--- config.mk ---
export PLATFORM = sky130hd
export DESIGN_NAME = bitmap_bucket_allocator
export DESIGN_NICKNAME = d
export VERILOG_FILES = /design/src/sv/bba_pkg.sv /design/src/sv/bba_div.sv /design/src/sv/bba_fifo.sv /design/src/sv/bba_front.sv /design/src/sv/bba_back.sv /design/src/sv/bitmap_bucket_allocator.sv
export SDC_FILE = /design/constraint.sdc
export NUM_CORES = 2
export LEC_CHECK = 0
export BUFFER_PORTS_ARGS = -buffer_cell sky130_fd_sc_hd__clkbuf_2
export CAP_MARGIN = 20
export CORE_MARGIN = 4
export CORE_UTILIZATION = 45
export CTS_BUF_LIST = sky130_fd_sc_hd__clkbuf_4 sky130_fd_sc_hd__clkbuf_8 sky130_fd_sc_hd__clkbuf_16
export CTS_CLUSTER_DIAMETER = 120
export DETAILED_ROUTE_END_ITERATION = 12
export PLACE_DENSITY = 0.61
export SLEW_MARGIN = 0
export SYNTH_ARGS = -nofsm -noshare
export SYNTH_HDL_FRONTEND = slang
export SYNTH_SLANG_ARGS = --single-unit
--- constraint.sdc ---
create_clock -name clk_i -period 9.05 [get_ports clk_i]
set_input_delay 1.81 -clock clk_i [delete_from_list [all_inputs] [get_ports clk_i]]
set_output_delay 1.81 -clock clk_i [all_outputs]
set_load 0.005 [all_outputs]
--- src/sv/bba_pkg.sv ---
// shared types, codes and helpers of the bitmap bucket allocator
`default_nettype none
package bba_pkg;

  // default bucket count and the count width that covers the whole parameter range
  localparam int unsigned MaxBucketsDef = 256;
  localparam int unsigned CntW = 13;

  // request codes
  localparam logic [1:0] OpAlloc  = 2'd0;
  localparam logic [1:0] OpFree   = 2'd1;
  localparam logic [1:0] OpResize = 2'd2;

  // result status codes
  localparam logic [1:0] StDone    = 2'd0;
  localparam logic [1:0] StMoved   = 2'd1;
  localparam logic [1:0] StFailed  = 2'd2;
  localparam logic [1:0] StIgnored = 2'd3;

  // configuration register indexes
  localparam logic [1:0] CfgBase   = 2'd0;
  localparam logic [1:0] CfgBucket = 2'd1;
  localparam logic [1:0] CfgAlign  = 2'd2;
  localparam logic [1:0] CfgCount  = 2'd3;

  typedef enum logic [1:0] {
    KindAlloc,
    KindFree,
    KindResize,
    KindIgnore
  } bba_kind_e;

  typedef struct packed {
    logic [1:0]  op;
    logic [23:0] request_bytes;
    logic [7:0]  align_bytes;
    logic [7:0]  held_start;
    logic [23:0] held_bytes;
    logic        held_valid;
  } bba_req_t;

  typedef struct packed {
    logic [1:0]  status;
    logic [7:0]  first_bucket;
    logic [31:0] block_address;
    logic [23:0] usable_bytes;
    logic [8:0]  used_count;
  } bba_res_t;

  typedef struct packed {
    logic [31:0] base_address;
    logic [16:0] bucket_bytes;
    logic [7:0]  bucket_alignment;
    logic [8:0]  buckets_in_use;
  } bba_cfg_t;

  // classified word handed from the front to the back
  typedef struct packed {
    bba_kind_e       kind;
    logic            shrink;
    logic [7:0]      pad;
    logic [7:0]      align;
    logic [7:0]      bid;
    logic [CntW-1:0] held;
    logic [CntW-1:0] blocks;
  } bba_work_t;

  // bucket size with zero and oversize values folded into range
  function automatic logic [16:0] eff_bucket(input logic [16:0] raw);
    logic [16:0] v;
    v = raw;
    if (raw == 17'd0) begin
      v = 17'd1;
    end else if (raw > 17'h10000) begin
      v = 17'h10000;
    end
    return v;
  endfunction

  function automatic logic [CntW-1:0] cmin(input logic [CntW-1:0] a, input logic [CntW-1:0] b);
    return (a < b) ? a : b;
  endfunction

endpackage
`default_nettype wire

--- src/sv/bba_div.sv ---
// restoring divider, one quotient bit per cycle
`default_nettype none
module bba_div #(
  parameter int unsigned DW = 32,
  parameter int unsigned VW = 17
) (
  input  wire logic          clk_i,
  input  wire logic          rst_ni,
  input  wire logic          start_i,
  input  wire logic [DW-1:0] dividend_i,
  input  wire logic [VW-1:0] divisor_i,
  output logic               done_o,
  output logic [DW-1:0]      quot_o,
  output logic [VW-1:0]      rem_o
);
  localparam int unsigned CW = $clog2(DW + 1);

  logic          busy_q, done_q;
  logic [CW-1:0] cnt_q;
  logic [DW-1:0] q_q;
  logic [VW-1:0] r_q, d_q;
  logic [VW:0]   trial, diff;
  logic          ge;

  // one trial subtraction
  always_comb begin
    trial = {r_q, q_q[DW-1]};
    diff  = trial - {1'b0, d_q};
    ge    = trial >= {1'b0, d_q};
  end

  // control
  always_ff @(posedge clk_i or negedge rst_ni) begin
    if (!rst_ni) begin
      busy_q <= 1'b0;
      done_q <= 1'b0;
      cnt_q  <= '0;
    end else begin
      done_q <= 1'b0;
      if (start_i) begin
        busy_q <= 1'b1;
        cnt_q  <= CW'(DW);
      end else if (busy_q) begin
        cnt_q <= cnt_q - 1'b1;
        if (cnt_q == CW'(1)) begin
          busy_q <= 1'b0;
          done_q <= 1'b1;
        end
      end
    end
  end

  // datapath
  always_ff @(posedge clk_i) begin
    if (start_i) begin
      q_q <= dividend_i;
      r_q <= '0;
      d_q <= divisor_i;
    end else if (busy_q) begin
      r_q <= ge ? diff[VW-1:0] : trial[VW-1:0];
      q_q <= {q_q[DW-2:0], ge};
    end
  end

  assign done_o = done_q;
  assign quot_o = q_q;
  assign rem_o  = r_q;
endmodule
`default_nettype wire

--- src/sv/bba_fifo.sv ---
// two-entry word queue
`default_nettype none
module bba_fifo #(
  parameter int unsigned W = 8
) (
  input  wire logic         clk_i,
  input  wire logic         rst_ni,
  input  wire logic         push_i,
  input  wire logic [W-1:0] data_i,
  output logic              full_o,
  input  wire logic         pop_i,
  output logic [W-1:0]      data_o,
  output logic              empty_o
);
  logic [W-1:0] buf_q [2];
  logic         wp_q, rp_q;
  logic [1:0]   cnt_q;
  logic         do_push, do_pop;

  assign full_o  = cnt_q == 2'd2;
  assign empty_o = cnt_q == 2'd0;
  assign do_push = push_i && !full_o;
  assign do_pop  = pop_i && !empty_o;
  assign data_o  = buf_q[rp_q];

  // pointers and fill count
  always_ff @(posedge clk_i or negedge rst_ni) begin
    if (!rst_ni) begin
      wp_q  <= 1'b0;
      rp_q  <= 1'b0;
      cnt_q <= 2'd0;
    end else begin
      if (do_push) wp_q <= ~wp_q;
      if (do_pop) rp_q <= ~rp_q;
      cnt_q <= cnt_q + {1'b0, do_push} - {1'b0, do_pop};
    end
  end

  // storage
  always_ff @(posedge clk_i) begin
    if (do_push) buf_q[wp_q] <= data_i;
  end
endmodule
`default_nettype wire

--- src/sv/bba_front.sv ---
// front end: takes requests, works out padding and bucket counts, classifies
`default_nettype none
module bba_front import bba_pkg::*; #(
  parameter int unsigned MAX_BUCKETS = MaxBucketsDef
) (
  input  wire logic      clk_i,
  input  wire logic      rst_ni,
  input  wire logic      push_i,
  output logic           full_o,
  input  wire bba_req_t  req_i,
  input  wire bba_cfg_t  cfg_i,
  input  wire logic      init_done_i,
  output bba_work_t      work_o,
  output logic           work_push_o,
  input  wire logic      work_full_i
);
  localparam logic [CntW-1:0] MaxC = CntW'(MAX_BUCKETS);

  typedef enum logic [3:0] {
    F_IDLE, F_PAD, F_PADW, F_SIZE, F_SIZEW, F_HELD, F_HELDW, F_CLASS, F_PUSH
  } fst_e;

  fst_e            st_q;
  bba_req_t        req_q;
  logic [7:0]      pad_q;
  logic [24:0]     size_q;
  logic [CntW-1:0] blocks_q, held_q;
  bba_work_t       work_q;

  logic [16:0]     bb;
  logic [CntW-1:0] n;
  logic [24:0]     size_w;
  logic            div_start, div_done;
  logic [24:0]     div_dend, div_quot;
  logic [16:0]     div_dsor, div_rem;
  logic            valid_w;
  logic            trim_w;

  function automatic logic [CntW-1:0] clampq(input logic [24:0] q, input logic [CntW-1:0] lim);
    return (q > 25'(lim)) ? lim : q[CntW-1:0];
  endfunction

  // effective configuration
  always_comb begin
    bb     = eff_bucket(cfg_i.bucket_bytes);
    n      = (CntW'(cfg_i.buckets_in_use) > MaxC) ? MaxC : CntW'(cfg_i.buckets_in_use);
    size_w = 25'(req_q.request_bytes) + 25'(pad_q);
    valid_w = req_q.held_valid && (req_q.held_bytes != 24'd0)
              && (CntW'(req_q.held_start) < n);
    // only an in-place shrink of an owned block caps the count at what it holds
    trim_w = valid_w && (req_q.op == OpResize) && (size_q < 25'(req_q.held_bytes))
             && (held_q < blocks_q);
  end

  // divider operands per step
  always_comb begin
    div_start = 1'b0;
    div_dend  = '0;
    div_dsor  = '0;
    case (st_q)
      F_PAD: begin
        div_dend  = 25'(cfg_i.bucket_alignment);
        div_dsor  = 17'(req_q.align_bytes);
        div_start = (req_q.align_bytes != 8'd0)
                    && (req_q.align_bytes <= cfg_i.bucket_alignment);
      end
      F_SIZE: begin
        div_dend  = size_w + 25'(bb) - 25'd1;
        div_dsor  = bb;
        div_start = size_w > 25'(bb);
      end
      F_HELD: begin
        div_dend  = 25'(req_q.held_bytes);
        div_dsor  = bb;
        div_start = req_q.held_bytes > 24'(bb);
      end
      default: begin
        div_start = 1'b0;
      end
    endcase
  end

  bba_div #(.DW(25), .VW(17)) u_div (
    .clk_i      (clk_i),
    .rst_ni     (rst_ni),
    .start_i    (div_start),
    .dividend_i (div_dend),
    .divisor_i  (div_dsor),
    .done_o     (div_done),
    .quot_o     (div_quot),
    .rem_o      (div_rem)
  );

  // sequencer
  always_ff @(posedge clk_i or negedge rst_ni) begin
    if (!rst_ni) begin
      st_q     <= F_IDLE;
      req_q    <= '0;
      pad_q    <= '0;
      size_q   <= '0;
      blocks_q <= '0;
      held_q   <= '0;
      work_q   <= '0;
    end else begin
      case (st_q)
        F_IDLE: begin
          if (push_i && !full_o) begin
            req_q <= req_i;
            st_q  <= F_PAD;
          end
        end
        F_PAD: begin
          if (req_q.align_bytes == 8'd0) begin
            pad_q <= 8'd0;
            st_q  <= F_SIZE;
          end else if (req_q.align_bytes > cfg_i.bucket_alignment) begin
            pad_q <= req_q.align_bytes;
            st_q  <= F_SIZE;
          end else begin
            st_q <= F_PADW;
          end
        end
        F_PADW: begin
          if (div_done) begin
            pad_q <= (div_rem != 17'd0) ? req_q.align_bytes : 8'd0;
            st_q  <= F_SIZE;
          end
        end
        F_SIZE: begin
          size_q <= size_w;
          if (size_w > 25'(bb)) begin
            st_q <= F_SIZEW;
          end else begin
            blocks_q <= CntW'(1);
            st_q     <= F_HELD;
          end
        end
        F_SIZEW: begin
          if (div_done) begin
            blocks_q <= clampq(div_quot, MaxC + CntW'(1));
            st_q     <= F_HELD;
          end
        end
        F_HELD: begin
          if (req_q.held_bytes > 24'(bb)) begin
            st_q <= F_HELDW;
          end else begin
            held_q <= CntW'(1);
            st_q   <= F_CLASS;
          end
        end
        F_HELDW: begin
          if (div_done) begin
            held_q <= clampq(div_quot, MaxC);
            st_q   <= F_CLASS;
          end
        end
        F_CLASS: begin
          work_q.pad    <= pad_q;
          work_q.align  <= req_q.align_bytes;
          work_q.bid    <= req_q.held_start;
          work_q.held   <= held_q;
          work_q.shrink <= size_q < 25'(req_q.held_bytes);
          // a shrink never keeps more than it holds
          work_q.blocks <= trim_w ? held_q : blocks_q;
          case (req_q.op)
            OpAlloc:  work_q.kind <= KindAlloc;
            OpFree:   work_q.kind <= valid_w ? KindFree : KindIgnore;
            OpResize: work_q.kind <= valid_w ? KindResize : KindAlloc;
            default:  work_q.kind <= KindIgnore;
          endcase
          st_q <= F_PUSH;
        end
        F_PUSH: begin
          if (!work_full_i) st_q <= F_IDLE;
        end
        default: begin
          st_q <= F_IDLE;
        end
      endcase
    end
  end

  assign full_o      = (st_q != F_IDLE) || !init_done_i;
  assign work_o      = work_q;
  assign work_push_o = (st_q == F_PUSH) && !work_full_i;
endmodule
`default_nettype wire

--- src/sv/bba_back.sv ---
// back end: used map memory, first-fit scan, mark and clear walks, result build
`default_nettype none
module bba_back import bba_pkg::*; #(
  parameter int unsigned MAX_BUCKETS = MaxBucketsDef
) (
  input  wire logic      clk_i,
  input  wire logic      rst_ni,
  input  wire bba_cfg_t  cfg_i,
  input  wire bba_work_t work_i,
  input  wire logic      work_empty_i,
  output logic           work_pop_o,
  output bba_res_t       res_o,
  output logic           res_push_o,
  input  wire logic      res_full_i,
  output logic           init_done_o
);
  localparam int unsigned IdxW = $clog2(MAX_BUCKETS);
  localparam logic [CntW-1:0] MaxC = CntW'(MAX_BUCKETS);

  typedef enum logic [3:0] {
    B_CLEAR, B_IDLE, B_WALK, B_SCAN, B_MUL, B_ADDR, B_MODW, B_FIN, B_OUT
  } bst_e;

  typedef enum logic [1:0] {
    AF_MUL, AF_OUT, AF_FREEOLD
  } after_e;

  bst_e            st_q;
  after_e          after_q;
  bba_work_t       work_q;
  logic [CntW-1:0] ptr_q, end_q, paddr_q, run_q, start_q, cnt_q, total_q;
  logic            pend_q, wval_q, brk_q, moved_q, fitm_q;
  logic [7:0]      mod_q, adj_q;
  logic [1:0]      status_q;
  logic [29:0]     a0p_q, tot_q;
  logic [31:0]     a0_q;
  logic [7:0]      first_q;
  logic [31:0]     addr_q;
  logic [23:0]     usable_q;

  logic            mem_q [MAX_BUCKETS];
  logic            mem_rd_q;
  logic            mem_we, mem_wd;
  logic [IdxW-1:0] mem_wa, mem_ra;

  logic [16:0]     bb;
  logic [CntW-1:0] n, run_inc, wbid, hbid;
  logic            sc_hit, sc_stop;
  logic [31:0]     a0_w;
  logic            div_start, div_done;
  logic [16:0]     div_rem;
  logic [7:0]      sub_w;
  logic [29:0]     use_w;

  // effective configuration and helpers
  always_comb begin
    bb      = eff_bucket(cfg_i.bucket_bytes);
    n       = (CntW'(cfg_i.buckets_in_use) > MaxC) ? MaxC : CntW'(cfg_i.buckets_in_use);
    run_inc = run_q + CntW'(1);
    wbid    = CntW'(work_i.bid);
    hbid    = CntW'(work_q.bid);
    sc_hit  = pend_q && !mem_rd_q && (run_inc == work_q.blocks);
    sc_stop = (pend_q && mem_rd_q && brk_q) || (!pend_q && (ptr_q >= end_q));
    a0_w    = cfg_i.base_address + 32'(a0p_q);
    sub_w   = fitm_q ? adj_q : mod_q;
    use_w   = (tot_q > 30'(sub_w)) ? tot_q - 30'(sub_w) : 30'd0;
  end

  // map memory ports
  always_comb begin
    mem_ra = ptr_q[IdxW-1:0];
    mem_we = 1'b0;
    mem_wa = paddr_q[IdxW-1:0];
    mem_wd = wval_q;
    if (st_q == B_CLEAR) begin
      mem_we = 1'b1;
      mem_wa = ptr_q[IdxW-1:0];
      mem_wd = 1'b0;
    end else if (st_q == B_WALK) begin
      mem_we = pend_q && (mem_rd_q != wval_q);
    end
  end

  always_ff @(posedge clk_i) begin
    if (mem_we) mem_q[mem_wa] <= mem_wd;
    mem_rd_q <= mem_q[mem_ra];
  end

  // address alignment remainder
  assign div_start = (st_q == B_ADDR) && (mod_q != 8'd0);

  bba_div #(.DW(32), .VW(17)) u_div (
    .clk_i      (clk_i),
    .rst_ni     (rst_ni),
    .start_i    (div_start),
    .dividend_i (a0_w),
    .divisor_i  (17'(mod_q)),
    .done_o     (div_done),
    .quot_o     (),
    .rem_o      (div_rem)
  );

  // sequencer
  always_ff @(posedge clk_i or negedge rst_ni) begin
    if (!rst_ni) begin
      st_q     <= B_CLEAR;
      after_q  <= AF_OUT;
      work_q   <= '0;
      ptr_q    <= '0;
      end_q    <= '0;
      paddr_q  <= '0;
      run_q    <= '0;
      start_q  <= '0;
      cnt_q    <= '0;
      total_q  <= '0;
      pend_q   <= 1'b0;
      wval_q   <= 1'b0;
      brk_q    <= 1'b0;
      moved_q  <= 1'b0;
      fitm_q   <= 1'b0;
      mod_q    <= '0;
      adj_q    <= '0;
      status_q <= StIgnored;
      a0p_q    <= '0;
      tot_q    <= '0;
      a0_q     <= '0;
      first_q  <= '0;
      addr_q   <= '0;
      usable_q <= '0;
    end else begin
      case (st_q)
        // clearing pass over the map after reset
        B_CLEAR: begin
          ptr_q <= ptr_q + CntW'(1);
          if (ptr_q == MaxC - CntW'(1)) st_q <= B_IDLE;
        end
        // take the next classified word
        B_IDLE: begin
          if (!work_empty_i) begin
            work_q   <= work_i;
            first_q  <= '0;
            addr_q   <= '0;
            usable_q <= '0;
            moved_q  <= 1'b0;
            pend_q   <= 1'b0;
            start_q  <= wbid;
            cnt_q    <= work_i.blocks;
            mod_q    <= work_i.align;
            fitm_q   <= 1'b1;
            status_q <= StDone;
            case (work_i.kind)
              KindIgnore: begin
                status_q <= StIgnored;
                st_q     <= B_OUT;
              end
              KindFree: begin
                ptr_q   <= wbid;
                end_q   <= cmin(wbid + work_i.held, n);
                wval_q  <= 1'b0;
                after_q <= AF_OUT;
                st_q    <= B_WALK;
              end
              KindAlloc: begin
                ptr_q <= '0;
                end_q <= n;
                run_q <= '0;
                brk_q <= 1'b0;
                st_q  <= B_SCAN;
              end
              default: begin
                if (work_i.shrink) begin
                  // release the tail buckets
                  ptr_q   <= wbid + work_i.blocks;
                  end_q   <= cmin(wbid + work_i.held, n);
                  wval_q  <= 1'b0;
                  after_q <= AF_MUL;
                  st_q    <= B_WALK;
                end else if (work_i.held >= work_i.blocks) begin
                  ptr_q   <= wbid;
                  end_q   <= cmin(wbid + work_i.blocks, n);
                  wval_q  <= 1'b1;
                  after_q <= AF_MUL;
                  st_q    <= B_WALK;
                end else begin
                  // try to grow into the following free buckets
                  ptr_q <= wbid + work_i.held;
                  end_q <= n;
                  run_q <= work_i.held;
                  brk_q <= 1'b1;
                  st_q  <= B_SCAN;
                end
              end
            endcase
          end
        end
        // read-modify-write walk over a bucket range
        B_WALK: begin
          if (pend_q && (mem_rd_q != wval_q)) begin
            total_q <= wval_q ? total_q + CntW'(1) : total_q - CntW'(1);
          end
          if (ptr_q < end_q) begin
            pend_q  <= 1'b1;
            paddr_q <= ptr_q;
            ptr_q   <= ptr_q + CntW'(1);
          end else begin
            pend_q <= 1'b0;
            if (!pend_q) begin
              case (after_q)
                AF_MUL: st_q <= B_MUL;
                AF_FREEOLD: begin
                  ptr_q   <= hbid;
                  end_q   <= cmin(hbid + work_q.held, n);
                  wval_q  <= 1'b0;
                  after_q <= AF_MUL;
                end
                default: st_q <= B_OUT;
              endcase
            end
          end
        end
        // first-fit or grow scan
        B_SCAN: begin
          if (sc_hit) begin
            pend_q <= 1'b0;
            wval_q <= 1'b1;
            st_q   <= B_WALK;
            if (brk_q) begin
              ptr_q   <= hbid;
              end_q   <= cmin(hbid + work_q.blocks, n);
              after_q <= AF_MUL;
            end else begin
              ptr_q    <= paddr_q + CntW'(1) - work_q.blocks;
              end_q    <= paddr_q + CntW'(1);
              start_q  <= paddr_q + CntW'(1) - work_q.blocks;
              mod_q    <= work_q.pad;
              fitm_q   <= 1'b0;
              status_q <= moved_q ? StMoved : StDone;
              after_q  <= moved_q ? AF_FREEOLD : AF_MUL;
            end
          end else if (sc_stop) begin
            pend_q <= 1'b0;
            if (brk_q) begin
              // no room in place: allocate anew
              ptr_q   <= '0;
              end_q   <= n;
              run_q   <= '0;
              brk_q   <= 1'b0;
              moved_q <= 1'b1;
            end else begin
              status_q <= StFailed;
              st_q     <= B_OUT;
            end
          end else begin
            if (pend_q) run_q <= mem_rd_q ? '0 : run_inc;
            if (ptr_q < end_q) begin
              pend_q  <= 1'b1;
              paddr_q <= ptr_q;
              ptr_q   <= ptr_q + CntW'(1);
            end else begin
              pend_q <= 1'b0;
            end
          end
        end
        // bucket offset and block size products
        B_MUL: begin
          a0p_q <= bb * start_q;
          tot_q <= bb * cnt_q;
          st_q  <= B_ADDR;
        end
        B_ADDR: begin
          a0_q <= a0_w;
          if (mod_q != 8'd0) begin
            st_q <= B_MODW;
          end else begin
            adj_q <= 8'd0;
            st_q  <= B_FIN;
          end
        end
        B_MODW: begin
          if (div_done) begin
            adj_q <= (div_rem[7:0] != 8'd0) ? mod_q - div_rem[7:0] : 8'd0;
            st_q  <= B_FIN;
          end
        end
        // result fields
        B_FIN: begin
          first_q  <= start_q[7:0];
          addr_q   <= a0_q + 32'(adj_q);
          usable_q <= (use_w[29:24] != 6'd0) ? 24'hFFFFFF : use_w[23:0];
          st_q     <= B_OUT;
        end
        B_OUT: begin
          if (!res_full_i) st_q <= B_IDLE;
        end
        default: begin
          st_q <= B_IDLE;
        end
      endcase
    end
  end

  assign work_pop_o         = (st_q == B_IDLE) && !work_empty_i;
  assign res_push_o         = (st_q == B_OUT) && !res_full_i;
  assign init_done_o        = st_q != B_CLEAR;
  assign res_o.status       = status_q;
  assign res_o.first_bucket = first_q;
  assign res_o.block_address = addr_q;
  assign res_o.usable_bytes = usable_q;
  assign res_o.used_count   = total_q[8:0];
endmodule
`default_nettype wire

--- src/sv/bitmap_bucket_allocator.sv ---
// top level of the bitmap bucket allocator
//
//   channel   signals                                  direction
//   request   push, full, req_i                         in
//   result    empty, pop, res_o                         out
//   config    cfg_valid_i, cfg_ready_o, cfg_index_i,    in
//             cfg_data_i
//
// One request at a time in the front: up to three divisions in its divider
// (alignment check, bucket count, held count). The back scans the map one
// bucket per cycle from its single read port, then walks the marked or released
// range one bucket per cycle, plus a remainder division for the aligned address.
// After reset a clearing pass over the map holds full high; config writes are
// taken at any time. A two-word queue parts front and back, and another holds
// finished results.
`default_nettype none
module bitmap_bucket_allocator import bba_pkg::*; #(
  parameter int unsigned MAX_BUCKETS = MaxBucketsDef
) (
  input  wire logic        clk_i,
  input  wire logic        rst_ni,
  input  wire logic        push,
  output logic             full,
  input  wire bba_req_t    req_i,
  output logic             empty,
  input  wire logic        pop,
  output bba_res_t         res_o,
  input  wire logic        cfg_valid_i,
  output logic             cfg_ready_o,
  input  wire logic [1:0]  cfg_index_i,
  input  wire logic [31:0] cfg_data_i
);
  bba_cfg_t  cfg_q;
  bba_work_t fwork, bwork;
  logic      fpush, mfull, mempty, bpop, rpush, rfull, init_done;
  bba_res_t  bres;
  logic [$bits(bba_work_t)-1:0] mid_out;
  logic [$bits(bba_res_t)-1:0]  res_out;

  // configuration registers
  assign cfg_ready_o = 1'b1;
  always_ff @(posedge clk_i or negedge rst_ni) begin
    if (!rst_ni) begin
      cfg_q.base_address     <= 32'd0;
      cfg_q.bucket_bytes     <= 17'd64;
      cfg_q.bucket_alignment <= 8'd16;
      cfg_q.buckets_in_use   <= 9'd256;
    end else if (cfg_valid_i && cfg_ready_o) begin
      case (cfg_index_i)
        CfgBase:   cfg_q.base_address     <= cfg_data_i;
        CfgBucket: cfg_q.bucket_bytes     <= cfg_data_i[16:0];
        CfgAlign:  cfg_q.bucket_alignment <= cfg_data_i[7:0];
        CfgCount:  cfg_q.buckets_in_use   <= cfg_data_i[8:0];
        default:   cfg_q.base_address     <= cfg_q.base_address;
      endcase
    end
  end

  bba_front #(.MAX_BUCKETS(MAX_BUCKETS)) u_front (
    .clk_i       (clk_i),
    .rst_ni      (rst_ni),
    .push_i      (push),
    .full_o      (full),
    .req_i       (req_i),
    .cfg_i       (cfg_q),
    .init_done_i (init_done),
    .work_o      (fwork),
    .work_push_o (fpush),
    .work_full_i (mfull)
  );

  // queue between front and back
  bba_fifo #(.W($bits(bba_work_t))) u_mid (
    .clk_i   (clk_i),
    .rst_ni  (rst_ni),
    .push_i  (fpush),
    .data_i  (fwork),
    .full_o  (mfull),
    .pop_i   (bpop),
    .data_o  (mid_out),
    .empty_o (mempty)
  );
  assign bwork = bba_work_t'(mid_out);

  bba_back #(.MAX_BUCKETS(MAX_BUCKETS)) u_back (
    .clk_i        (clk_i),
    .rst_ni       (rst_ni),
    .cfg_i        (cfg_q),
    .work_i       (bwork),
    .work_empty_i (mempty),
    .work_pop_o   (bpop),
    .res_o        (bres),
    .res_push_o   (rpush),
    .res_full_i   (rfull),
    .init_done_o  (init_done)
  );

  // result queue
  bba_fifo #(.W($bits(bba_res_t))) u_out (
    .clk_i   (clk_i),
    .rst_ni  (rst_ni),
    .push_i  (rpush),
    .data_i  (bres),
    .full_o  (rfull),
    .pop_i   (pop),
    .data_o  (res_out),
    .empty_o (empty)
  );
  assign res_o = bba_res_t'(res_out);
endmodule
`default_nettype wire

; ---- Word level (Yosys, flattened, before mapping)
; Memories as Yosys holds them, arrays and structs flattened. A register that Yosys moved wholly into a read port is not among the register bits.
; Index checks and enable logic that the tools add are counted.
[classes]
addsub = 25
mul = 2
n_lt_le_gt_ge = 21
n_eq_ne = 69
muxes = 192
n_bitwise = 5
reduce_logical = 87
[op_table]
columns = operator, count
row1 = $mux W13, 46
row2 = $pmux W13 S2, 6
row3 = $pmux W13 S3, 3
row4 = $mux W8, 13
row5 = $mux W32, 3
row6 = $lt A13 B13 Y1, 6
row7 = $pmux W25 S3, 1
row8 = $pmux W4 S9, 2
row9 = $mux W17, 4
row10 = $mux W4, 16
row11 = $pmux W32 S2, 1
row12 = $pmux W8 S2, 4
row13 = $mul A17 B13 Y30, 2
row14 = $add A13 B1 Y13 const B, 4
row15 = $add A8 B13 Y13, 4
row16 = $pmux W13 S4, 1
row17 = $gt A25 B9 Y1 const B, 2
row18 = $mux W25, 2
row19 = $mux W1, 49
row20 = $mux W24, 2
row21 = $pmux W24 S2, 1
row22 = $ne A2 B2 Y1 const B, 21
row23 = $mux W2, 17
row24 = $pmux W17 S2, 1
row25 = 77 further kinds, 190
[word_totals]
register_bits = 693
ram_bits = 512
inputBits = 106
n_memories = 3
[memory_table]
columns = memory, words, width, rd, rd_clocked_by_memory_dff, wr, line
row1 = u_back.mem_q, 256, 1, 1, 1, 1, bba_back.sv:41  ; logic mem_q [MAX_BUCKETS];
row2 = u_out.buf_q, 2, 75, 1, 0, 1, bba_fifo.sv:15  ; logic [W-1:0] buf_q [2];
row3 = u_mid.buf_q, 2, 53, 1, 0, 1, bba_fifo.sv:15

; ---- Logic depth before layout (Yosys ltp)
[depth]
word_depth = 9
mapped_depth = 28
ltp_nobuf = 26

; ---- Cells and area by module
; Synthesis repeated with hierarchy kept, for this count alone.
[hier_totals]
cells_unflattened = 7452
hier_area_um2 = 79518.8
[by_module_without_submodules]
columns = module, instances, cells_per_inst, area_per_inst_um2, seq_area_each_um2
row1 = bba_back, 1, 4950, 47319.1, 15243.4
row2 = bba_front, 1, 1251, 12052.8, 4579.4
row3 = bba_fifo at u_out, 1, 251, 5764.3, 4604.4
row4 = bba_fifo at u_mid, 1, 183, 4272.8, 3283.1
row5 = bba_div at u_back.u_div, 1, 354, 3991.3, 2011.9
row6 = bba_div at u_front.u_div, 1, 321, 3644.7, 1776.7
row7 = bitmap_bucket_allocator, 1, 142, 2473.6, 1655.3

; ---- Least setup slack after synthesis
; No wires, ideal clock.
[synth_timing]
kind = reg-to-reg
startpoint = register u_back.st_q[2]
endpoint = memory u_back.mem_q[0] (data pin)
setup_ns = 1.393
arrival_time_ns = 7.157
required_ns = 7.657
path_slack_ns = 0.500
path_stages_with_launch = 7
path_buffers = 3
cell_sequence = dfrtp_1 clkbuf_1 or2_1 clkbuf_1 nor3_1 clkbuf_1 nor2_1
[synth_between]
elab_chain_cells = 2
[synth_lines]
columns = element, line
row1 = "start, declared", bba_back.sv:28  ; bst_e st_q;
row2 = "start signal, assigned", bba_back.sv:106  ; st_q <= B_CLEAR;
row3 = "start signal, assigned", bba_back.sv:135  ; if (ptr_q == MaxC - CntW'(1)) st_q <= B_IDLE;
row4 = "start signal, assigned", bba_back.sv:154  ; st_q <= B_OUT;
row5 = $logic_not A4 Y1, bba_back.sv:75  ; if (st_q == B_CLEAR) begin
row6 = $mux W1, bba_back.sv:75
row7 = via u_back.mem_wd, bba_back.sv:43  ; logic mem_we, mem_wd;
row8 = "end, declared", bba_back.sv:41
; The timed path passes the listed nets, and every way through them passes these cells.

; ---- Worst setup path after layout
[layout_timing]
startpoint = register cfg_q[26] (netlist bit)
endpoint = register u_back.tot_q[28]
[layout_between]
elab_chain_cells = 4
elab_cells_between_ends = 5
cone_classes = mul: 1 / order compare: 1 / mux: 2 / reduce/logical: 1
[layout_lines]
columns = element, line
row1 = "start, declared", bitmap_bucket_allocator.sv:33  ; bba_cfg_t cfg_q;
row2 = $gt A17 B17 Y1, bba_pkg.sv:74  ; end else if (raw > 17'h10000) begin
row3 = $mux W17, bba_pkg.sv:74
row4 = $mux W17 (*), bba_pkg.sv:72  ; if (raw == 17'd0) begin
row5 = $mul A17 B13 Y30 (*), bba_back.sv:267  ; tot_q <= bb * cnt_q;
row6 = "end signal, assigned", bba_back.sv:267
row7 = "end, declared", bba_back.sv:35  ; logic [29:0] a0p_q, tot_q;
; Every way passes the cells marked *; elsewhere a longest branch is shown, timed or not.
; A chain may end at the register's enable or synchronous reset.

==> flow_summary.yaml <==
cts:
  postCtsSetupBuffers: 0
  clk_pin_slew_ns: 0.07
  cts-root-buf: "clkbuf_16"
  h-tree-depth: 4
  clock_path_buffers: 3
  cts_buffers: 139
  cts_tree: "yes"
  clk-insertion-delay-late_ns: 0.80
  hold_buffers: 0
  clock-sinks: 1202
  cts_resized: 0
route:
  drt_iter0_markers: 4359
  dr.pass1.iters: 6
  drcViolationCount: 0
  wl_mm: 221.3
  vias_per_cell: 5.654
  vias: 54860
  wire_per_inst_um: 22.81
  postRouteAntennaNets: 0
die:
  die_area_um2: 176100
  start_util: 0.4543
  dieWidth_um: 419.6
  core_area_um2: 167800
  die_y_um: 419.6
  io_pins: 184
  num_rows: 150
pwr:
  peakVddDrop_uv: 192.5
  p_per_area_nw_per_um2: 162.2
  switching_share: 0.2688
  p_switching_mw: 3.681
  power.internal_mw: 10.02
  p_clk_frac: 0.429
  total_power_mw: 13.70
  seq_power_share: 0.443
  p_leak_nw: 36.04
  pwr-share-comb: 0.129
job:
  maxCapViolCount: 0
sta:
  timing.fmax_mhz: 124.2
  fin_crit_sh: 0.8893
  slew_headroom: 0.2612
  finalCriticalPeriod_ns: 8.048
  setup_violations: 0
  hold_viol_final: 0
  worst_slew_pin_slew_ns: 1.097
  rsz0062_at_grt: "false"
  drv_slew: 0
  hold_slack_ns: 0.4362
  fin_setup_tns_ns: 0
  skew_ns: 0.04195
status:
  outcome: "finished, final reports clean"
setup_path:
  path_delay_family: "adder cells"
  max_stage_delay_ns: 0.50
  crit_buf_inv: 5
  cp_common_cell: "ha_1"
  cp_max_fo: 32
  crit_required_ns: 9.72
  cp.arrival_ns: 8.72
  start_kind: "flip-flop"
  crit_type: "flip-flop to flip-flop"
  cp_slowest_cell: "dfrtp_1"
  cp-end-kind: "flip-flop"
place:
  place_congestion: 0.9461
  dpl.hpwl_mm: 162.5
  dp_cells: 9442
  io_buffers: 182
global_routing:
  grt_overflow_total: 0
  grt_max_degree: 156
  grt_pass1_vias: 55230
  grt_pass1_wl_mm: 338.0
  grt_util_met1: 0.3292
  grt.busiest_layer: "met2"
  antenna_found_initial: 11
  use_met2: 0.4186
  track_usage: 0.2518
  use_met3: 0.04521
synth:
  synth-warning-count: 0
  synthesis.nets: 8233
  syn_area_um2: 76230
  synth.avg_cell_area_um2: 10.46
  synth_ff_type: "edfxtp_1"
  yosys.area.top_type_share: 0.2340
  synthTopCellsByArea: "edfxtp_1, dfrtp_1, fa_1, ha_1, mux2_2"
  ys_top_cells_by_count: "nand2_1, inv_1, nor2_1"
  ys_ff_latch: 1202
  synth.distinct_cells: 99
  syn_inst: 7290
  ys_seq_area_frac: 0.4314
  synth_most_common_cell: "nand2_1"
  yosys.area.top_type: "edfxtp_1"
  synth_edf_count: 594
  async_flop_share: 0.4767
cells_and_area:
  area_growth_pct: 10.77
  nNetsFinal: 8324
  final_cell_count_no_fill: 9703
  drive_above_1_share: 0.1286
hold_path:
  hp-class: "flip-flop to flip-flop"
-- cell type report --
class	instances	area, um^2
Antenna cell	4	10.01
Clock buffer	193	4048
Clock inverter	62	772.0
Fill cell	15190	83340
Inverter	702	2635
Multi-Input combinational cell	5052	39560
Sequential cell	1202	32890
Tap cell	2204	2758
Timing Repair Buffer	284	1760
-- layout by cell type (no fill, tap or decap), drive strengths merged, types with 15 or more instances in the layout --
cell type	n
a21o	97
clkbuf	374
o21ai	460
a22oi	27
buf	103
a211oi	53
nand3	109
o21a	39
inv	698
and3	102
and2	88
ha	493
nor2b	71
or3	29
mux2	286
clkinv	47
a22o	36
nand2b	43
fa	344
nand4	45
dfxtp	35
a21oi	282
edfxtp	594
o31ai	30
nor2	673
o21bai	22
nor3	72
mux4	82
o211ai	46
mux2i	80
a31oi	32
nand2	827
xor2	119
dfrtp	567
xnor2	177
nand3b	15
nor4	46
o22ai	16
-- flip-flops by register name (all words and copies together), names as in the netlist, 30 cells and up --
signal / count
u_back.a0p_q: 30
u_back.u_div.quot_o: 32
u_back.tot_q: 30
u_back.mem_q: 256
u_back.addr_q: 32
u_back.a0_q: 32
u_mid.buf_q: 106
u_out.buf_q: 150
u_front.work_o: 53
cfg_q: 66
u_front.req_q: 67
u_back.work_q: 34
-- power by group through the flow --
stage / clock network, mW / logic, mW / registers (mW)
after global placement: 0 / 1.71 / 6.16
final: 5.87 / 1.76 / 6.06
after floorplan: 0 / 1.21 / 6.06
after global routing: 6.22 / 1.93 / 6.08
after detailed placement: 0 / 1.75 / 6.17
after CTS: 5.99 / 1.76 / 6.06
-- per-stage QoR --
step,worst slack [ns],instance area [um^2],util
finish,1.002,84440,0.5033
global route,0.4194,84430,0.5032
CTS,1.133,84380,0.5029
detailed placement,1.176,79560,0.4742
global placement,1.293,79540,0.4740
floorplan,0.5003,76230,-
-- path summary, 6_finish.rpt --
kind,depth (start not counted),to,slack [ns],start
worst max-delay path,27,u_back.tot_q[28],1.00,cfg_q[26]
worst min-delay path,0,u_mid.buf_q[1][44],0.44,u_front.work_o[44]
worst max register to register,27,u_back.tot_q[28],1.00,cfg_q[26]
worst min register to register,0,u_mid.buf_q[1][44],0.44,u_front.work_o[44]
max in group asynchronous,3,u_back.addr_q[31],6.07,rst_ni
min in group asynchronous,1,u_front.u_div.cnt_q[0],1.02,rst_ni
-- per-layer routing --
layer / up-vias / share of wire / routed length, um
li1: 25420 / - / -
met1: 27240 / 0.42 / 93590
met2: 1769 / 0.47 / 104600
met3: 439 / 0.063 / 13910
met4: 4 / 0.042 / 9227
met5: - / 0.00012 / 27
-- cell families (layout without fill, tap and decap cells) --
group,count (synthesis),count (layout),share of synthesized area
AO/OA/AOI/OAI,1293,1293,0.1063
multiplexers,448,448,0.07698
AND/OR/NAND/NOR,2176,2176,0.1283
flip-flops,1202,1202,0.4314
adder cells (fa/ha/maj),837,837,0.1713
other,1,5,0.00004919
buffers and inverters,1036,1241,0.05147
XOR/XNOR,297,297,0.03430
(Power assumes the default switching activity.)
